==> src/design/b64enc_pkg.sv <==
// shared types, constants and the sextet-to-ascii mapping of the base64 encoder
`default_nettype none

package b64enc_pkg;

  localparam int unsigned CharW = 7;
  localparam int unsigned CharsPerEntry = 4;

  localparam logic [CharW-1:0] PadChar = 7'h3d;

  // one accepted byte worth of characters, in output order
  typedef struct packed {
    logic [CharsPerEntry-1:0][CharW-1:0] chars;
    logic [1:0]                          last_idx;
    logic                                eom;
  } entry_t;

  typedef struct packed {
    logic empty;
    logic full;
  } queue_status_t;

  // standard alphabet: A-Z a-z 0-9 + /
  function automatic logic [CharW-1:0] sextet_char(input logic [5:0] v);
    logic [CharW-1:0] c;
    if (v < 6'd26) begin
      c = 7'h41 + {1'b0, v};
    end else if (v < 6'd52) begin
      c = 7'h47 + {1'b0, v};
    end else if (v < 6'd62) begin
      c = {1'b0, v} - 7'd4;
    end else if (v == 6'd62) begin
      c = 7'h2b;
    end else begin
      c = 7'h2f;
    end
    return c;
  endfunction

endpackage

`default_nettype wire

==> src/design/b64enc_front.sv <==
// front end: takes bytes, tracks the group position and builds the characters of each byte
`default_nettype none

module b64enc_front import b64enc_pkg::*; (
  input  wire logic          clk_i,
  input  wire logic          rst_ni,
  input  wire logic          in_valid_i,
  output logic               in_stall_o,
  input  wire logic [7:0]    data_byte_i,
  input  wire logic          end_of_message_i,
  input  wire queue_status_t q_status_i,
  output logic               push_o,
  output entry_t             entry_o
);

  localparam logic [1:0] PosFirst  = 2'd0;
  localparam logic [1:0] PosSecond = 2'd1;
  localparam logic [1:0] PosThird  = 2'd2;

  logic [1:0] pos_q, pos_d;
  logic [3:0] carry_q, carry_d;
  logic       xfer;

  assign in_stall_o = q_status_i.full;
  assign xfer       = in_valid_i && !q_status_i.full;
  assign push_o     = xfer;

  always_comb begin
    entry_o.chars    = '0;
    entry_o.last_idx = 2'd0;
    entry_o.eom      = end_of_message_i;
    pos_d            = PosFirst;
    carry_d          = 4'd0;
    unique case (pos_q)
      PosSecond: begin
        entry_o.chars[0] = sextet_char({carry_q[1:0], data_byte_i[7:4]});
        if (end_of_message_i) begin
          entry_o.chars[1] = sextet_char({data_byte_i[3:0], 2'b00});
          entry_o.chars[2] = PadChar;
          entry_o.last_idx = 2'd2;
        end else begin
          pos_d   = PosThird;
          carry_d = data_byte_i[3:0];
        end
      end
      PosThird: begin
        entry_o.chars[0] = sextet_char({carry_q, data_byte_i[7:6]});
        entry_o.chars[1] = sextet_char(data_byte_i[5:0]);
        entry_o.last_idx = 2'd1;
      end
      default: begin
        // first byte of a group, also the unused position code
        entry_o.chars[0] = sextet_char(data_byte_i[7:2]);
        if (end_of_message_i) begin
          entry_o.chars[1] = sextet_char({data_byte_i[1:0], 4'b0000});
          entry_o.chars[2] = PadChar;
          entry_o.chars[3] = PadChar;
          entry_o.last_idx = 2'd3;
        end else begin
          pos_d   = PosSecond;
          carry_d = {2'b00, data_byte_i[1:0]};
        end
      end
    endcase
  end

  always_ff @(posedge clk_i or negedge rst_ni) begin
    if (!rst_ni) begin
      pos_q   <= PosFirst;
      carry_q <= 4'd0;
    end else if (xfer) begin
      pos_q   <= pos_d;
      carry_q <= carry_d;
    end
  end

endmodule

`default_nettype wire

==> src/design/b64enc_queue.sv <==
// short queue of character groups between front and back end
`default_nettype none

module b64enc_queue import b64enc_pkg::*; #(
  parameter int unsigned Depth = 2
) (
  input  wire logic   clk_i,
  input  wire logic   rst_ni,
  input  wire logic   push_i,
  input  wire entry_t entry_i,
  input  wire logic   pop_i,
  output entry_t      entry_o,
  output queue_status_t status_o
);

  localparam int unsigned PtrW = (Depth > 1) ? $clog2(Depth) : 1;
  localparam int unsigned CntW = $clog2(Depth + 1);

  entry_t            mem_q [Depth];
  logic [PtrW-1:0]   wr_ptr_q, rd_ptr_q;
  logic [CntW-1:0]   count_q;
  logic              do_wr, do_rd;

  assign status_o.empty = (count_q == '0);
  assign status_o.full  = (count_q == CntW'(Depth));
  assign do_wr          = push_i && !status_o.full;
  assign do_rd          = pop_i && !status_o.empty;
  assign entry_o        = mem_q[rd_ptr_q];

  always_ff @(posedge clk_i) begin
    if (do_wr) begin
      mem_q[wr_ptr_q] <= entry_i;
    end
  end

  always_ff @(posedge clk_i or negedge rst_ni) begin
    if (!rst_ni) begin
      wr_ptr_q <= '0;
      rd_ptr_q <= '0;
      count_q  <= '0;
    end else begin
      if (do_wr) begin
        wr_ptr_q <= (wr_ptr_q == PtrW'(Depth - 1)) ? '0 : wr_ptr_q + 1'b1;
      end
      if (do_rd) begin
        rd_ptr_q <= (rd_ptr_q == PtrW'(Depth - 1)) ? '0 : rd_ptr_q + 1'b1;
      end
      if (do_wr && !do_rd) begin
        count_q <= count_q + 1'b1;
      end else if (do_rd && !do_wr) begin
        count_q <= count_q - 1'b1;
      end
    end
  end

endmodule

`default_nettype wire

==> src/design/b64enc_back.sv <==
// back end: walks each queued group one character per unstalled cycle into the output register
`default_nettype none

module b64enc_back import b64enc_pkg::*; (
  input  wire logic          clk_i,
  input  wire logic          rst_ni,
  input  wire entry_t        entry_i,
  input  wire queue_status_t q_status_i,
  output logic               pop_o,
  output logic               out_valid_o,
  input  wire logic          out_stall_i,
  output logic [CharW-1:0]   out_char_o,
  output logic               last_char_o
);

  logic [1:0]       idx_q;
  logic             valid_q;
  logic [CharW-1:0] char_q;
  logic             last_q;
  logic             load;
  logic             at_end;

  // output register can take a new character when empty or being drained
  assign load   = (!valid_q || !out_stall_i) && !q_status_i.empty;
  assign at_end = (idx_q == entry_i.last_idx);
  assign pop_o  = load && at_end;

  always_ff @(posedge clk_i or negedge rst_ni) begin
    if (!rst_ni) begin
      valid_q <= 1'b0;
      idx_q   <= 2'd0;
    end else begin
      if (load) begin
        valid_q <= 1'b1;
        idx_q   <= at_end ? 2'd0 : idx_q + 2'd1;
      end else if (!out_stall_i) begin
        valid_q <= 1'b0;
      end
    end
  end

  always_ff @(posedge clk_i) begin
    if (load) begin
      char_q <= entry_i.chars[idx_q];
      last_q <= entry_i.eom && at_end;
    end
  end

  assign out_valid_o = valid_q;
  assign out_char_o  = char_q;
  assign last_char_o = last_q;

endmodule

`default_nettype wire

==> src/design/base64_stream_encoder.sv <==
// top level of the streaming base64 encoder
`default_nettype none

// Streaming base64 encoder (standard alphabet, '=' padding). One message byte is
// taken per transfer, with end_of_message_i marking the last byte; characters leave
// as 7-bit ascii codes, one per transfer, and last_char_o marks the final character.
// A byte can be taken every cycle while the group queue (QueueDepth entries) has
// room. Output is one character per cycle while out_stall_i is low, through a
// single output register, so the sustained rate is set by the characters per byte:
// one for the first and second byte of a group, two for the third, and up to four
// for the last byte of a message. A byte's first character reaches the output by
// way of its queue entry and then the output register when the path is empty.
module base64_stream_encoder import b64enc_pkg::*; #(
  parameter int unsigned QueueDepth = 2
) (
  input  wire logic             clk_i,
  input  wire logic             rst_ni,
  input  wire logic             in_valid_i,
  output logic                  in_stall_o,
  input  wire logic [7:0]       data_byte_i,
  input  wire logic             end_of_message_i,
  output logic                  out_valid_o,
  input  wire logic             out_stall_i,
  output logic [CharW-1:0]      out_char_o,
  output logic                  last_char_o
);

  queue_status_t q_status;
  entry_t        push_entry, head_entry;
  logic          push, pop;

  b64enc_front u_front (
    .clk_i            (clk_i),
    .rst_ni           (rst_ni),
    .in_valid_i       (in_valid_i),
    .in_stall_o       (in_stall_o),
    .data_byte_i      (data_byte_i),
    .end_of_message_i (end_of_message_i),
    .q_status_i       (q_status),
    .push_o           (push),
    .entry_o          (push_entry)
  );

  b64enc_queue #(
    .Depth (QueueDepth)
  ) u_queue (
    .clk_i    (clk_i),
    .rst_ni   (rst_ni),
    .push_i   (push),
    .entry_i  (push_entry),
    .pop_i    (pop),
    .entry_o  (head_entry),
    .status_o (q_status)
  );

  b64enc_back u_back (
    .clk_i       (clk_i),
    .rst_ni      (rst_ni),
    .entry_i     (head_entry),
    .q_status_i  (q_status),
    .pop_o       (pop),
    .out_valid_o (out_valid_o),
    .out_stall_i (out_stall_i),
    .out_char_o  (out_char_o),
    .last_char_o (last_char_o)
  );

endmodule

`default_nettype wire

==> config.mk <==
export PLATFORM = sky130hd
export DESIGN_NAME = base64_stream_encoder
export DESIGN_NICKNAME = d
export VERILOG_FILES = /design/src/design/b64enc_pkg.sv /design/src/design/b64enc_front.sv /design/src/design/b64enc_queue.sv /design/src/design/b64enc_back.sv /design/src/design/base64_stream_encoder.sv
export SDC_FILE = /design/constraint.sdc
export NUM_CORES = 1
export LEC_CHECK = 0
export ABC_AREA = 1
export BUFFER_PORTS_ARGS = -buffer_cell sky130_fd_sc_hd__buf_2
export CORE_ASPECT_RATIO = 1.75
export CORE_MARGIN = 5
export CORE_UTILIZATION = 25
export DETAILED_ROUTE_END_ITERATION = 7
export SLEW_MARGIN = 25
export SYNTH_ARGS = -nofsm -noshare
export SYNTH_HDL_FRONTEND = slang
export SYNTH_SLANG_ARGS = --single-unit
==> constraint.sdc <==
create_clock -name clk_i -period 3.7 [get_ports clk_i]
set_input_delay 0.37 -clock clk_i [delete_from_list [all_inputs] [get_ports clk_i]]
set_output_delay 0.37 -clock clk_i [all_outputs]
set_load 0.05 [all_outputs]
==> results.yml <==
yosys:
  synthTopCellsByArea: "edfxtp_1, nand2_1, dfrtp_1"
  synth_xor_area_share_pct: 3.66
  avgSynthCellArea_um2: 7.65
  synth_seq_cells: 57
  synth_area_mm2: 0.00428
  synthMuxAreaShare_pct: 0
  synth.top_cell.area_share_pct: 30.9
  synth-simple-area-share_pct: 26.7
  ys_seq_area_share_pct: 38.5
  ys_warn_count: 0
  yosysUniqueCellTypes: 36
  synthAdderAreaFrac_pct: 7.61
  netlist_instances: 559
  synth_top_family_by_area: "simple AND/OR/NAND/NOR gates"
  synth_compound_area_share_pct: 14.8
  yosysTopAreaCell: "edfxtp_1"
  syn_nets: 598
clocking:
  clock_latency_ns: 0.32
  cts_buffers: 9
  post_cts_buffers: 0
  postCtsResizedCells: 0
  clk_pin_slew_ns: 0.05
  cts_tree: "built"
  clock_sinks: 57
  cts.htree.levels: 3
  cts.path.max_buffers: 2
  cts_root_buf: "clkbuf_16"
  holdBufCountCts: 1
drt:
  routedWlPerCell_um: 14.6
  drc: 0
  firstDrtPassIters: 5
  top_layer_used: "met4"
  drt-total-wl_um: 11800
  met2WireLength_um: 6440
  postRouteAntennaNets: 0
  vias: 3816
  viasPerCell: 4.73
  wl_met1_um: 4430
  drt_first_iter_violations: 229
  dr_wl_met3_um: 341
finish:
  post_route_cells_drive_above_1_share_pct: 9.84
  area_growth_pct: 14.0
  insertedDiodeCount: 0
  most-common-layout-cells: "nand2_1, inv_1, nand3_1"
  fill_cells: 1885
  final_common_cell: "nand2_1"
  fin_nets: 614
  stdcell_count: 806
status:
  status: "completed"
timing:
  min_period_ns: 2.54
  post-route-period-util_pct: 68.6
  drv_slew: 0
  setup_violations: 0
  rsz0062_at_grt: "no"
  fmax_ghz: 0.394
  hold_viol: 0
  clock_skew_ns: 0.00448
  max_slew_margin_pct: 61.4
  whs_ns: 0.297
  fin_tns_setup_ns: 0
  tightest_slew_ns: 0.578
worst_setup_path:
  cp.required_ns: 3.89
  end_kind: "flip-flop"
  path_class: "reg -> reg"
  worstPathArrival_ns: 2.73
  reg2reg_to: "u_queue.count_q[1]"
  cp-start-kind: "flip-flop"
  worstPathMaxFanout: 19
  reg2reg_slack_ns: 1.16
  worstReg2RegStart: "u_queue.rd_ptr_q"
  reg2reg_depth: 8
floorplan:
  die-area_mm2: 0.0199
  ios: 23
  dieHeight_um: 183
  start_util_pct: 25.3
  die_x_um: 109
  rows: 63
  core_area_mm2: 0.0169
place:
  gp_congestion: 0.870
  dp.cells: 790
  port_buffers: 22
  hpwlAfterDp_um: 9280
global_route:
  grt_pass1_vias: 3726
  antenna_found_initial: 0
  grt_pass1_wl_um: 18700
  grt_max_degree: 20
  grt_usage_pct: 12.1
  grt_overflow: 0
min_path:
  holdCritStartpoint: "out_stall_i"
  min_path_type: "in -> reg"
  min_path_cells: 3
  worstHoldEndpoint: "u_back.out_valid_o"
pwr:
  power_mw: 3.56
  peakVddDrop_uv: 221
  power.density_mw_per_mm2: 730
  p_leak_nw: 2.08
run:
  drv_cap: 0
## through the flow
stage / cell area (µm²) / util, % / setup slack, ns
after floorplan: 4280 / - / 1.53
after global placement: 4560 / 27.0 / 1.11
after detailed placement: 4560 / 27.0 / 1.12
after CTS: 4870 / 28.9 / 1.16
after global routing: 4870 / 28.9 / 0.975
final: 4870 / 28.9 / 1.16
## report_power, final
group	switching [mW]	internal, mW	total [mW]
Clock	0.273	0.580	0.853
Sequential	0.165	1.03	1.20
Combinational	1.07	0.445	1.51
Total	1.50	2.06	3.56
## registers in the layout, summed over array words and instances, names as in the netlist
register / count
u_front.carry_q: 4
u_back.out_char_o: 7
u_queue.rd_ptr_q: 1
u_queue.count_q: 2
u_back.last_char_o: 1
u_front.pos_q: 2
u_back.out_valid_o: 1
u_queue.wr_ptr_q: 1
u_queue.mem_q: 36
u_back.idx_q: 2
## worst max path at each step
stage / startpoint / endpoint / slack (ns) / cells after the start
global route: u_queue.rd_ptr_q / u_queue.count_q[1] / 0.98 / 8
finish: u_queue.rd_ptr_q / u_queue.count_q[1] / 1.16 / 8
CTS: u_queue.rd_ptr_q / u_queue.count_q[1] / 1.16 / 8
detailed placement: data_byte_i[0] / u_queue.mem_q[0][14] / 1.12 / 15
floorplan: data_byte_i[1] / u_queue.mem_q[0][14] / 1.53 / 15
global placement: data_byte_i[0] / u_queue.mem_q[0][14] / 1.11 / 15
## critical path, stage by stage (launching register included)
cell	delay (ns)
dfrtp_1	0.70
clkinv_2	0.41
o21ai_4	0.27
xor2_2	0.18
nand3_2	0.13
ha_1	0.34
a21oi_1	0.11
o21ai_0	0.11
xor2_1	0.15
## area by class of cell
cell class	count	area (µm²)	area share (%)
multi-input cells	418	2260	46.3
flip-flops and latches	57	1650	33.8
well taps	227	284	5.83
inverters	64	241	4.95
clock buffers	9	225	4.62
repair buffers	25	135	2.77
clock inverters	6	83.8	1.72
## cell families after synthesis
| kind of cell | Yosys count |
|---|---|
| fa+ha+maj | 26 |
| xor+xnor | 17 |
| compound gates | 108 |
| buf+inv | 84 |
| simple gates | 267 |
| flops | 57 |
## metal layers
metal	GRT usage, %	vias up
met2	22.9	98
met4	6.77	0
met3	1.55	34
met1	12.5	1777
li1	-	1907
met5	0	-
## synth_stat cells, drive strengths merged
| cell | n |
|---|---|
| nand4 | 6 |
| nand3b | 2 |
| nand2 | 158 |
| dfrtp | 13 |
| o211ai | 15 |
| a21oi | 39 |
| o21ai | 41 |
| o22ai | 4 |
| or2 | 1 |
| xnor2 | 3 |
| inv | 60 |
| nor2 | 44 |
| clkinv | 4 |
| a221o | 5 |
| a31oi | 2 |
| xor2 | 14 |
| nor3 | 1 |
| clkbuf | 1 |
| ha | 26 |
| o21bai | 2 |
| nand3 | 55 |
| edfxtp | 44 |
| buf | 19 |
No activity file was read; power rests on OpenSTA's default activity.
